===== config.mk =====
export PLATFORM = sky130hd
export DESIGN_NAME = ldg_ctrl
export DESIGN_NICKNAME = d
export VERILOG_FILES = /design/src/ldg_pkg.sv /design/src/ldg_ctrl.sv
export SDC_FILE = /design/constraint.sdc
export NUM_CORES = 1
export LEC_CHECK = 0
export BUFFER_PORTS_ARGS = -buffer_cell sky130_fd_sc_hd__buf_2
export CAP_MARGIN = 20
export CORE_AREA = 2 2 39 41
export CTS_CLUSTER_SIZE = 16
export DETAILED_ROUTE_END_ITERATION = 8
export DIE_AREA = 0 0 41 43
export GPL_TIMING_DRIVEN = 0
export PLACE_DENSITY = 0.41
export SLEW_MARGIN = 40
export SYNTH_ARGS = -nofsm -noshare
export SYNTH_HDL_FRONTEND = slang
export SYNTH_SLANG_ARGS = --single-unit

===== constraint.sdc =====
create_clock -name clk -period 2.5 [get_ports clk]
set_clock_uncertainty 0.05 [all_clocks]
set_input_delay 0.25 -clock clk [delete_from_list [all_inputs] [get_ports clk]]
set_output_delay 0.25 -clock clk [all_outputs]
set_load 0.05 [all_outputs]

===== src/ldg_pkg.sv =====
`timescale 1ns / 1ps
// Shared types and constants for the greedy vertex partitioner.
package ldg_pkg;

	localparam int VTX_W     = 16;
	localparam int VTX_DEPTH = 1 << VTX_W;
	localparam int PART_W    = 4;
	localparam int PART_MAX  = 1 << PART_W;
	localparam int HOME_W    = PART_W + 1;
	localparam int CNT_W     = 17;
	localparam int LIMIT_W   = 17;
	localparam int PUSED_W   = 5;
	localparam int WEIGHT_W  = CNT_W + 1;
	localparam int PROD_W    = 2 * WEIGHT_W;
	localparam int HIT_SHIFT = 20;
	localparam int SCORE_W   = PROD_W + HIT_SHIFT;

	localparam logic [CNT_W-1:0]   CNT_MAX     = {CNT_W{1'b1}};
	localparam logic [LIMIT_W-1:0] LIMIT_RESET = LIMIT_W'(65536);
	localparam logic [PUSED_W-1:0] PUSED_RESET = PUSED_W'(4);
	localparam logic [PUSED_W-1:0] PUSED_MIN   = PUSED_W'(2);
	localparam logic [PUSED_W-1:0] PUSED_MAX   = PUSED_W'(PART_MAX);

	// Configuration register indexes
	localparam logic CFG_LIMIT = 1'b0;
	localparam logic CFG_PUSED = 1'b1;

	typedef enum logic [2:0] {
		ST_CLEAR,
		ST_IDLE,
		ST_HIT,
		ST_SCAN,
		ST_DRAIN,
		ST_PLACE
	} ldg_state_t;

	typedef struct packed {
		logic clear;
		logic accept;
		logic hit;
		logic scan;
		logic place;
	} ldg_cmd_t;

	typedef struct packed {
		logic clr_done;
		logic is_last;
		logic fill;
		logic scan_end;
	} ldg_stat_t;

endpackage


===== src/ldg_ctrl.sv =====
`timescale 1ns / 1ps
// Sequencer that steps the datapath through lookup, scoring and placement.
module ldg_ctrl (
	input  logic              clk,
	input  logic              arst_n,
	input  logic              start,
	input  ldg_pkg::ldg_stat_t stat,
	output ldg_pkg::ldg_cmd_t  cmd,
	output logic              busy
);
	import ldg_pkg::*;

	ldg_state_t state_q;
	ldg_state_t state_d;

	always_ff @(posedge clk or negedge arst_n) begin
		if (!arst_n) begin
			state_q <= ST_CLEAR;
		end else begin
			state_q <= state_d;
		end
	end

	always_comb begin
		state_d = state_q;
		case (state_q)
			ST_CLEAR: begin
				if (stat.clr_done) state_d = ST_IDLE;
			end
			ST_IDLE: begin
				if (start) state_d = ST_HIT;
			end
			ST_HIT: begin
				if (!stat.is_last) state_d = ST_IDLE;
				else if (stat.fill) state_d = ST_PLACE;
				else state_d = ST_SCAN;
			end
			ST_SCAN: begin
				if (stat.scan_end) state_d = ST_DRAIN;
			end
			ST_DRAIN: begin
				state_d = ST_PLACE;
			end
			ST_PLACE: begin
				state_d = ST_IDLE;
			end
			default: begin
				state_d = ST_IDLE;
			end
		endcase
	end

	always_comb begin
		cmd  = '0;
		busy = 1'b1;
		case (state_q)
			ST_CLEAR: cmd.clear = 1'b1;
			ST_IDLE: begin
				busy       = 1'b0;
				cmd.accept = start;
			end
			ST_HIT:   cmd.hit   = 1'b1;
			ST_SCAN:  cmd.scan  = 1'b1;
			ST_DRAIN: cmd       = '0;
			ST_PLACE: cmd.place = 1'b1;
			default:  cmd       = '0;
		endcase
	end

endmodule


; ---- After elaboration in Yosys (flattened, before gate mapping)
; Index checks and enable logic that the tools add are counted.
[op_classes]
n_bitwise = 0
magnitude_cmp = 0
n_mux = 12
n_shift = 0
reduce_logical = 2
n_addsub = 0
div_mod_pow = 0
n_eq_ne = 8
mul = 0
[ops]
columns = operator, count
row1 = $mux W3, 5
row2 = $pmux W3 S5, 1
row3 = $eq A3 B2 Y1 const B, 2
row4 = $eq A3 B3 Y1 const B, 2
row5 = $mux W1, 6
row6 = $ne A2 B2 Y1 const B, 3
row7 = $eq A3 B1 Y1 const B, 1
row8 = $logic_not A3 Y1, 1
row9 = $reduce_and A3 Y1, 1
[totals]
ram_bits = 0
latchBits = 0
romBits = 0
memories = 0
input_bits = 7
ff_bits = 3

; ---- Logic depth before layout (Yosys ltp)
; Gate-level depths: netlist (run 1).
[depth]
depth_word = 3
ltp_mapped = 4
ltp_nobuf = 3

; ---- Worst setup path after synthesis (run 1)
; OpenSTA, ideal clock, no wires.
[synth_timing]
kind = register to output
start = register state_q[0]
end = output port cmd[2] in the netlist's numbering
arrival_time_ps = 1681
path_stages_with_launch = 3
slack_ps = 519
cell_sequence = dfrtp_1 buf_6 nor3b_1
[synth_lines]
columns = item, line
row1 = from (decl), ldg_ctrl.sv:13  ; ldg_state_t state_q;
row2 = from (signal assigned), ldg_ctrl.sv:20  ; state_q <= state_d;
row3 = to (decl), ldg_ctrl.sv:8  ; output ldg_pkg::ldg_cmd_t cmd,

==> metrics.md, run 1 <==
| Metric | Value |
|---|---|
| Outcome | complete, no violations |
| Core area | 1384 um2 |
| Placed Cells incl. Taps | 56 |
| Worst Hold Class | in -> reg |
| Clk Latency, worst-skew pair | 230 ps |
| Reg2Reg Depth | 4 |
| CP peak stage delay | 370 ps |
| Post-synth cell types | 17 |
| Final min period | 1721 ps |
| Final Cycle Share | 0.6884 |
| Routed len/inst | 8.164 um |
| Worst-path fanout max | 9 |
| DIE AREA | 1763 um2 |
| Largest regs | state_q: 3 flops |
| CP Capture Type | output pin |
| Root buf cell | clkbuf_4 |
| Synth Register Bits | 3 |
| Startpoint Class | register |
| Die H | 43 um |
| Reg2reg setup slack | 1390 ps |
| Syn_area_per_cell | 8.356 um2 |
| Cells after Synth | 28 |
| Initial antenna violation count | 0 |
| Worst reg2reg endpoint | state_q[1] |
| Final Non-Filler Cells | 61 |
| Total CTS buffers | 3 |
| Vias in the first global route | 236 |
| Hold path startpoint | stat[2] |
| Required @ worst endpoint | 2200 ps |
| Max reg flops | 3 |
| Crit Path Class | reg -> out |
| Number of H-tree levels | 1 |
| Final WL | 498 um |
| Vias | 249 |
| Drt first pass iters | 4 |
| Clk slew on worst S/H paths | 30 ps |
| Area delta synth->final | 49.73% |
| Origin of the critical flop-to-flop path | state_q[0] |
| Hold Violations, Final | 0 |
| Fmax achieved | 0.5810 GHz |
| FF+latch area | 75.07 um2 |
| Rows | 14 |
| DRC viols | 0 |
| Final Net Count | 53 |
| Area of the multi-input gates | 127.6 um2 |
| Hold EP | state_q[1] |
| Synth Net Count | 35 |
| Vias per cell | 4.082 |
| # Post-CTS Setup Buffers | 0 |
| ANT nets after route | 0 |
| CTS tree | built |
| Unrepaired setup endpoints after global routing | no |
| Worst path slowest cell | or3b_4 |
| Max-capacitance violation count | 0 |
| Largest cells by area after synthesis | dfrtp_1, buf_6, a21oi_1 |
| Clk buf depth | 2 |
| Buffers added on ports | 12 |
| Boundary pin count | 13 |
| Setup tns final | 0 ps |
| Register bank with the most flops | state_q |
| Initial DRC count | 3 |
| Fraction of layout cells with a size suffix above 1 | 0.4667 |
| Hold Buf Count CTS | 1 |
| Worst-Margin Slew | 233.6 ps |
| Width of the chip | 41 um |
| GPL Wtd Cong | 0.6706 |
| Worst Path Arrival | 1420 ps |
| Relative slew slack | 0.8432 |
| Ant. Diodes | 0 |
| Filler cells | 163 |
| Worst-path cell chain | buf_6 > or3b_4 > nor2_2 > buf_2 |
| Max-slew violations | 0 |
| Clk sinks | 3 |
| Pin count of the biggest net entering global routing | 11 |
| Final setup fails | 0 |
| Post-synth top area share | 0.3209 |
| Register area share after synthesis | 0.3209 |
| Syn. warnings | 0 |
| First-pass GRT wire length | 924 um |
| Area leader, netlist | dfrtp_1 |
| Resize count post-CTS | 0 |
| Area of the mapped netlist | 234.0 um2 |
| Total grt overflow | 0 |
| Hold path cells | 3 |
| Initial core utilization | 0.1691 |
| Global Route Usage Sum | 0.08157 |
-- cell usage in the layout, fill, tap and decap left out, types with 2 or more instances in the layout --
cell type  instances
buf_6              2
dfrtp_1            3
buf_2             13
clkbuf_4           3
nand2_1            4
nor3b_1            2
nor2_2             2
o21ai_0            2
a21oi_1            3
-- kinds of logic after synthesis --
family | synth area share
AO/OA/AOI/OAI | 0.1765
AND/OR/NAND/NOR | 0.3689
flip-flops | 0.3208
buffers and inverters | 0.1336
-- routing by layer --
| layer | vias to the layer above | part of all wire | global-route usage |
|---|---|---|---|
| li1 | 128 | - | - |
| met1 | 112 | 0.43 | 0.1071 |
| met2 | 9 | 0.52 | 0.09375 |
| met3 | 0 | 0.058 | 0.03141 |
| met4 | 0 | 0 | 0.08000 |
| met5 | - | 0 | 0 |
-- final cells by class --
class | instances | area share
Sequential cell | 3 | 0.2143
Multi-Input combinational cell | 21 | 0.3643
Inverter | 1 | 0.01071
Tap cell | 16 | 0.05714
Buffer | 3 | 0.07857
Clock buffer | 4 | 0.07500
Timing Repair Buffer | 13 | 0.2000
-- critical path, delay by kind of cell, from the launching register on --
| family | cells | cell delay, ps |
|---|---|---|
| AND/OR/NAND/NOR | 2 | 440 |
| buffers and inverters | 2 | 390 |
| flip-flops | 1 | 360 |
-- metrics by stage --
stage | util | cell area [um2] | hold slack, ps | setup WS, ps
after floorplan | - | 234.0 | -95.59 | 519.5
after global placement | 0.2269 | 314.1 | 0.6104 | 1017
after detailed placement | 0.2269 | 314.1 | -2.253 | 1013
after CTS | 0.2532 | 350.3 | 256.2 | 763.4
after global routing | 0.2532 | 350.3 | 269.4 | 688.9
final | 0.2532 | 350.3 | 255.4 | 778.9
-- worst max-delay path by stage --
stage | from | to | cells after the start
after detailed placement | state_q[2] | cmd[3] | 4
after global placement | state_q[2] | cmd[3] | 4
after CTS | state_q[2] | cmd[3] | 4
after global routing | state_q[2] | cmd[3] | 4
final | state_q[2] | cmd[3] | 4
after floorplan | state_q[0] | cmd[2] | 2
-- synth_stat cells, drive strengths merged --
master / n
nand2: 4
o21ai: 2
a21o: 1
a311oi: 1
nor3: 1
buf: 3
a21oi: 3
nor2: 3
and3b: 1
or2b: 1
nand3b: 1
nor3b: 2
dfrtp: 3
inv: 1
or3b: 1
Power of run 1 is not shown: default switching activity piles up to over one toggle a cycle in this logic, so the estimate is an artifact.
==> inputs of run 2 (changes only) <==
==> constraint.sdc (replaced) <==
create_clock -name clk -period 1.7 [get_ports clk]
set_clock_uncertainty 0.05 [all_clocks]
set_input_delay 0.17 -clock clk [delete_from_list [all_inputs] [get_ports clk]]
set_output_delay 0.17 -clock clk [all_outputs]
set_load 0.05 [all_outputs]
==> metrics.md, run 2 (synthesis results as in run 1) <==
| Metric | Value |
|---|---|
| Number of H-tree levels | 1 (unchanged) |
| Crit Path Class | reg -> out |
| Die H | 43 um (unchanged) |
| Vias | 249 (unchanged) |
| Metal-1 WL | 275 um (+30%) |
| Post-placement cell area | 324.1 um2 (+3.2%) |
| Reg2reg setup slack | 590 ps (-800 ps) |
| Hold EP | state_q[1] |
| Clk slew on worst S/H paths | 40 ps (about the same) |
| Initial core utilization | 0.1691 (unchanged) |
| Worst-path fanout max | 9 (unchanged) |
| Unrepaired setup endpoints after global routing | no |
| Root buf cell | clkbuf_4 |
| Reg2Reg Depth | 4 (unchanged) |
| Final hold slack | 167.3 ps (-88.12 ps) |
| Register bank with the most flops | state_q |
| ANT nets after route | 0 (unchanged) |
| Most frequent cells in the layout | buf_2, nand2_1, clkbuf_4, a21oi_1, dfrtp_1 |
| Final WL | 568 um (+14%) |
| Max-capacitance violation count | 0 (unchanged) |
| Ant. Diodes | 0 (unchanged) |
| Placed Cells incl. Taps | 56 (unchanged) |
| Final Net Count | 53 (unchanged) |
| Top Layer Used | met3 |
| Pin count of the biggest net entering global routing | 11 (unchanged) |
| Largest regs | state_q: 3 flops |
| Metal2 WL | 272 um (+5.8%) |
| Vias in the first global route | 231 (-2.1%) |
| Most common cell after layout, fill and taps aside | buf_2 |
| # Post-CTS Setup Buffers | 0 (unchanged) |
| GPL Wtd Cong | 0.7098 (+5.8%) |
| DRC viols | 0 (unchanged) |
| Rows | 14 (unchanged) |
| Startpoint Class | register |
| Vias per cell | 4.082 (unchanged) |
| Initial antenna violation count | 0 (unchanged) |
| Final Non-Filler Cells | 61 (unchanged) |
| CP Capture Type | output pin |
| Routed len/inst | 9.311 um (+14%) |
| Buffers added on ports | 12 (unchanged) |
| Final setup fails | 0 (unchanged) |
| Area delta synth->final | 55.08% |
| Final Cycle Share | 0.9496 |
| Initial DRC count | 4 (+1) |
| Max-slew violations | 0 (unchanged) |
| Total CTS buffers | 3 (unchanged) |
| First-pass GRT wire length | 1035 um (+12%) |
| Hold Violations, Final | 0 (unchanged) |
| Drt first pass iters | 2 (-2) |
| Setup tns final | 0 ps (unchanged) |
| CTS tree | built |
| Origin of the critical flop-to-flop path | state_q[0] |
| Worst reg2reg endpoint | state_q[1] |
| Worst-Margin Slew | 248.5 ps (+14.92 ps) |
| DIE AREA | 1763 um2 (unchanged) |
| Final min period | 1614 ps |
| Hold path startpoint | stat[2] |
| Boundary pin count | 13 (unchanged) |
| Final Cell Area | 362.8 um2 (+3.6%) |
| Core area | 1384 um2 (unchanged) |
| Max reg flops | 3 (unchanged) |
| Outcome | complete, no violations |
| Clk buf depth | 2 (unchanged) |
| Clk Latency, worst-skew pair | 230 ps (about the same) |
| Hold path cells | 3 (unchanged) |
| Clk sinks | 3 (unchanged) |
| Relative slew slack | 0.8354 (-0.007753) |
| Worst Hold Class | in -> reg |
| DR WL met3 | 20 um (-31%) |
| HPWL Detailed | 420.3 um |
| Width of the chip | 41 um (unchanged) |
| Total grt overflow | 0 (unchanged) |
| Global Route Usage Sum | 0.09447 (+0.01290) |
| Required @ worst endpoint | 1480 ps (-720 ps) |
| Worst Path Arrival | 1390 ps (-30 ps) |
| Fmax achieved | 0.6194 GHz |
| Fraction of layout cells with a size suffix above 1 | 0.5111 (+0.04444) |
## run 2: critical path, cell delays in order, from the launching register on
cell and delay, ps:
dfrtp_1 360, buf_6 140, or3b_4 370, nor2_2 80, clkbuf_4 220
## run 2: metrics by stage
step / utilization / setup slack (ps)
floorplan: - / 73.78
global placement: 0.2342 / 286.4
detailed placement: 0.2342 / 288.3
CTS: 0.2604 / 41.27
global route: 0.2622 / 28.82
finish: 0.2622 / 85.61
## run 2: timing repair
| item | CTS | global route |
|---|---|---|
| hold buffers | 1 | 0 |
| hold endpoints to repair | 3 | 0 |
| resized for setup | 0 | 1 |
| setup endpoints to repair | 0 | 1 |
## run 2: worst max path at each step
stage               start  endpoint  slack [ps]
2_1_floorplan  state_q[2]    cmd[3]          70
3_3_place_gp   state_q[2]    cmd[3]         290
3_5_place_dp   state_q[2]    cmd[3]         290
4_1_cts        state_q[2]    cmd[3]          40
5_1_grt        state_q[2]    cmd[3]          30
6_report       state_q[2]    cmd[3]          90
## run 2: layer usage
metal | vias to the layer above | GRT usage
met5 | - | 0
met4 | 0 | 0.08000
met3 | 0 | 0.04712
met2 | 5 | 0.1000
met1 | 116 | 0.1323
li1 | 128 | -
## run 2: layout make-up
cell class	instances	area [um2]
inverter	1	3.754
timing repair buffer	13	72.57
fill	154	1021
sequential	3	75.07
clock buffer	4	26.28
multi-input combinational	21	137.6
buffer	3	27.53
tap	16	20.02
Power of run 2 is left out for the same reason.
==> inputs of run 3 (changes only) <==
==> constraint.sdc (replaced) <==
create_clock -name clk -period 1.9 [get_ports clk]
set_clock_uncertainty 0.05 [all_clocks]
set_input_delay 0.19 -clock clk [delete_from_list [all_inputs] [get_ports clk]]
set_output_delay 0.19 -clock clk [all_outputs]
set_load 0.05 [all_outputs]
==> metrics.md, run 3 (synthesis results as in run 1) <==
| Metric | Value |
|---|---|
| Resize count post-CTS | 0 (unchanged) |
| Rows | 14 (unchanged) |
| # Post-CTS Setup Buffers | 0 (unchanged) |
| Required @ worst endpoint | 1660 ps (+180 ps) |
| GPL Wtd Cong | 0.6410 (-9.7%) |
| DRC viols | 0 (unchanged) |
| Origin of the critical flop-to-flop path | state_q[0] |
| Pin count of the biggest net entering global routing | 11 (unchanged) |
| ANT nets after route | 0 (unchanged) |
| Routed len/inst | 9.049 um (-2.8%) |
| Filler cells | 157 (+1.9%) |
| Ant. Diodes | 0 (unchanged) |
| HPWL Detailed | 401.9 um (-4.4%) |
| Final min period | 1671 ps |
| Final WL | 552 um (-2.8%) |
| Die H | 43 um (unchanged) |
| Initial core utilization | 0.1691 (unchanged) |
| Total grt overflow | 0 (unchanged) |
| Pre-CTS setup slack | 471.9 ps (+183.5 ps) |
| Worst Path Arrival | 1430 ps (+40 ps) |
| Final Cycle Share | 0.8792 |
| Unrepaired setup endpoints after global routing | no |
| Startpoint Class | register |
| Vias per cell | 3.885 (-4.8%) |
| Total CTS buffers | 3 (unchanged) |
| Max-slew violations | 0 (unchanged) |
| Worst Hold Class | in -> reg |
| Global Route Usage Sum | 0.08048 (-0.01399) |
| Clk slew on worst S/H paths | 40 ps (about the same) |
| CTS tree | built |
| Boundary pin count | 13 (unchanged) |
| Vias in the first global route | 193 (-16%) |
| DIE AREA | 1763 um2 (unchanged) |
| Clk buf depth | 2 (unchanged) |
| Largest regs | state_q: 3 flops |
| Worst-Margin Slew | 233.7 ps (-14.85 ps) |
| Number of H-tree levels | 1 (unchanged) |
| Crit Path Class | reg -> out |
| Hold Buf Count CTS | 1 (unchanged) |
| Fmax achieved | 0.5986 GHz |
| Final Net Count | 53 (unchanged) |
| Buffers added on ports | 12 (unchanged) |
| Hold Violations, Final | 0 (unchanged) |
| CP Capture Type | output pin |
| Max reg flops | 3 (unchanged) |
| Most common cell after layout, fill and taps aside | buf_2 |
| Fraction of layout cells with a size suffix above 1 | 0.4889 (-0.02222) |
| PnR worst setup slack | 229.4 ps (+143.8 ps) |
| Vias | 237 (-4.8%) |
| Most frequent cells in the layout | buf_2, nand2_1, a21oi_1, clkbuf_4, dfrtp_1 |
| Clk sinks | 3 (unchanged) |
| Drt first pass iters | 4 (+2) |
| Outcome | complete, no violations |
| CP Launch Point | state_q[2] |
| Hold path startpoint | stat[2] |
| Initial DRC count | 4 (unchanged) |
| Core area | 1384 um2 (unchanged) |
| Worst-path fanout max | 9 (unchanged) |
| Register bank with the most flops | state_q |
| Initial antenna violation count | 0 (unchanged) |
| First-pass GRT wire length | 890 um (-14%) |
| Final setup fails | 0 (unchanged) |
| Relative slew slack | 0.8431 (+0.007705) |
| Setup tns final | 0 ps (unchanged) |
| Clk Latency, worst-skew pair | 230 ps (about the same) |
| Area delta synth->final | 51.87% |
| Max-capacitance violation count | 0 (unchanged) |
| Width of the chip | 41 um (unchanged) |
| Root buf cell | clkbuf_4 |
==> run 3: cell count changes in the layout (fill, tap and decap cells not counted), sizes merged <==
| cell | delta |
|---|---|
| buf | +1 |
| clkbuf | -1 |
==> run 3: per-stage QoR <==
stage / hold WS [ps] / cells / cell area [um2] / utilization
2_1_floorplan: -155.6 / 28 / 239.0 / -
3_3_place_gp: -61.91 / 56 / 319.1 / 0.2306
3_5_place_dp: -61.30 / 56 / 319.1 / 0.2306
4_1_cts: 196.8 / 61 / 355.3 / 0.2568
5_1_grt: 193.1 / 61 / 355.3 / 0.2568
6_report: 195.3 / 61 / 355.3 / 0.2568
==> run 3: metal layers <==
metal	routed length (um)	up-vias	GRT usage
li1	-	128	-
met1	254	98	0.1197
met2	240	11	0.08750
met3	58	0	0.06283
met4	0	0	0.02000
met5	0	-	0
==> run 3: area by class of cell <==
cell class	count	area, um2	area share
inverters	1	3.754	0.01056
flip-flops and latches	3	75.07	0.2113
multi-input cells	21	132.6	0.3732
well taps	16	20.02	0.05634
repair buffers	13	70.07	0.1972
plain buffers	3	27.53	0.07746
clock buffers	4	26.28	0.07394
==> run 3: critical path: stages (launching register included) <==
cell     delay (ps)
dfrtp_1         360
buf_6           130
or3b_4          370
nor2_2           70
buf_2           260
==> run 3: worst paths after layout <==
check                      depth (start not counted)    endpoint  slack (ps)
setup / recovery                                   4      cmd[3]         230
hold / removal                                     3  state_q[1]         200
setup reg to reg                                   4  state_q[1]         780
hold reg to reg                                    2  state_q[1]         500
max in group asynchronous                          2  state_q[0]        1470
min in group asynchronous                          2  state_q[1]         230
Power of run 3 is left out for the same reason.
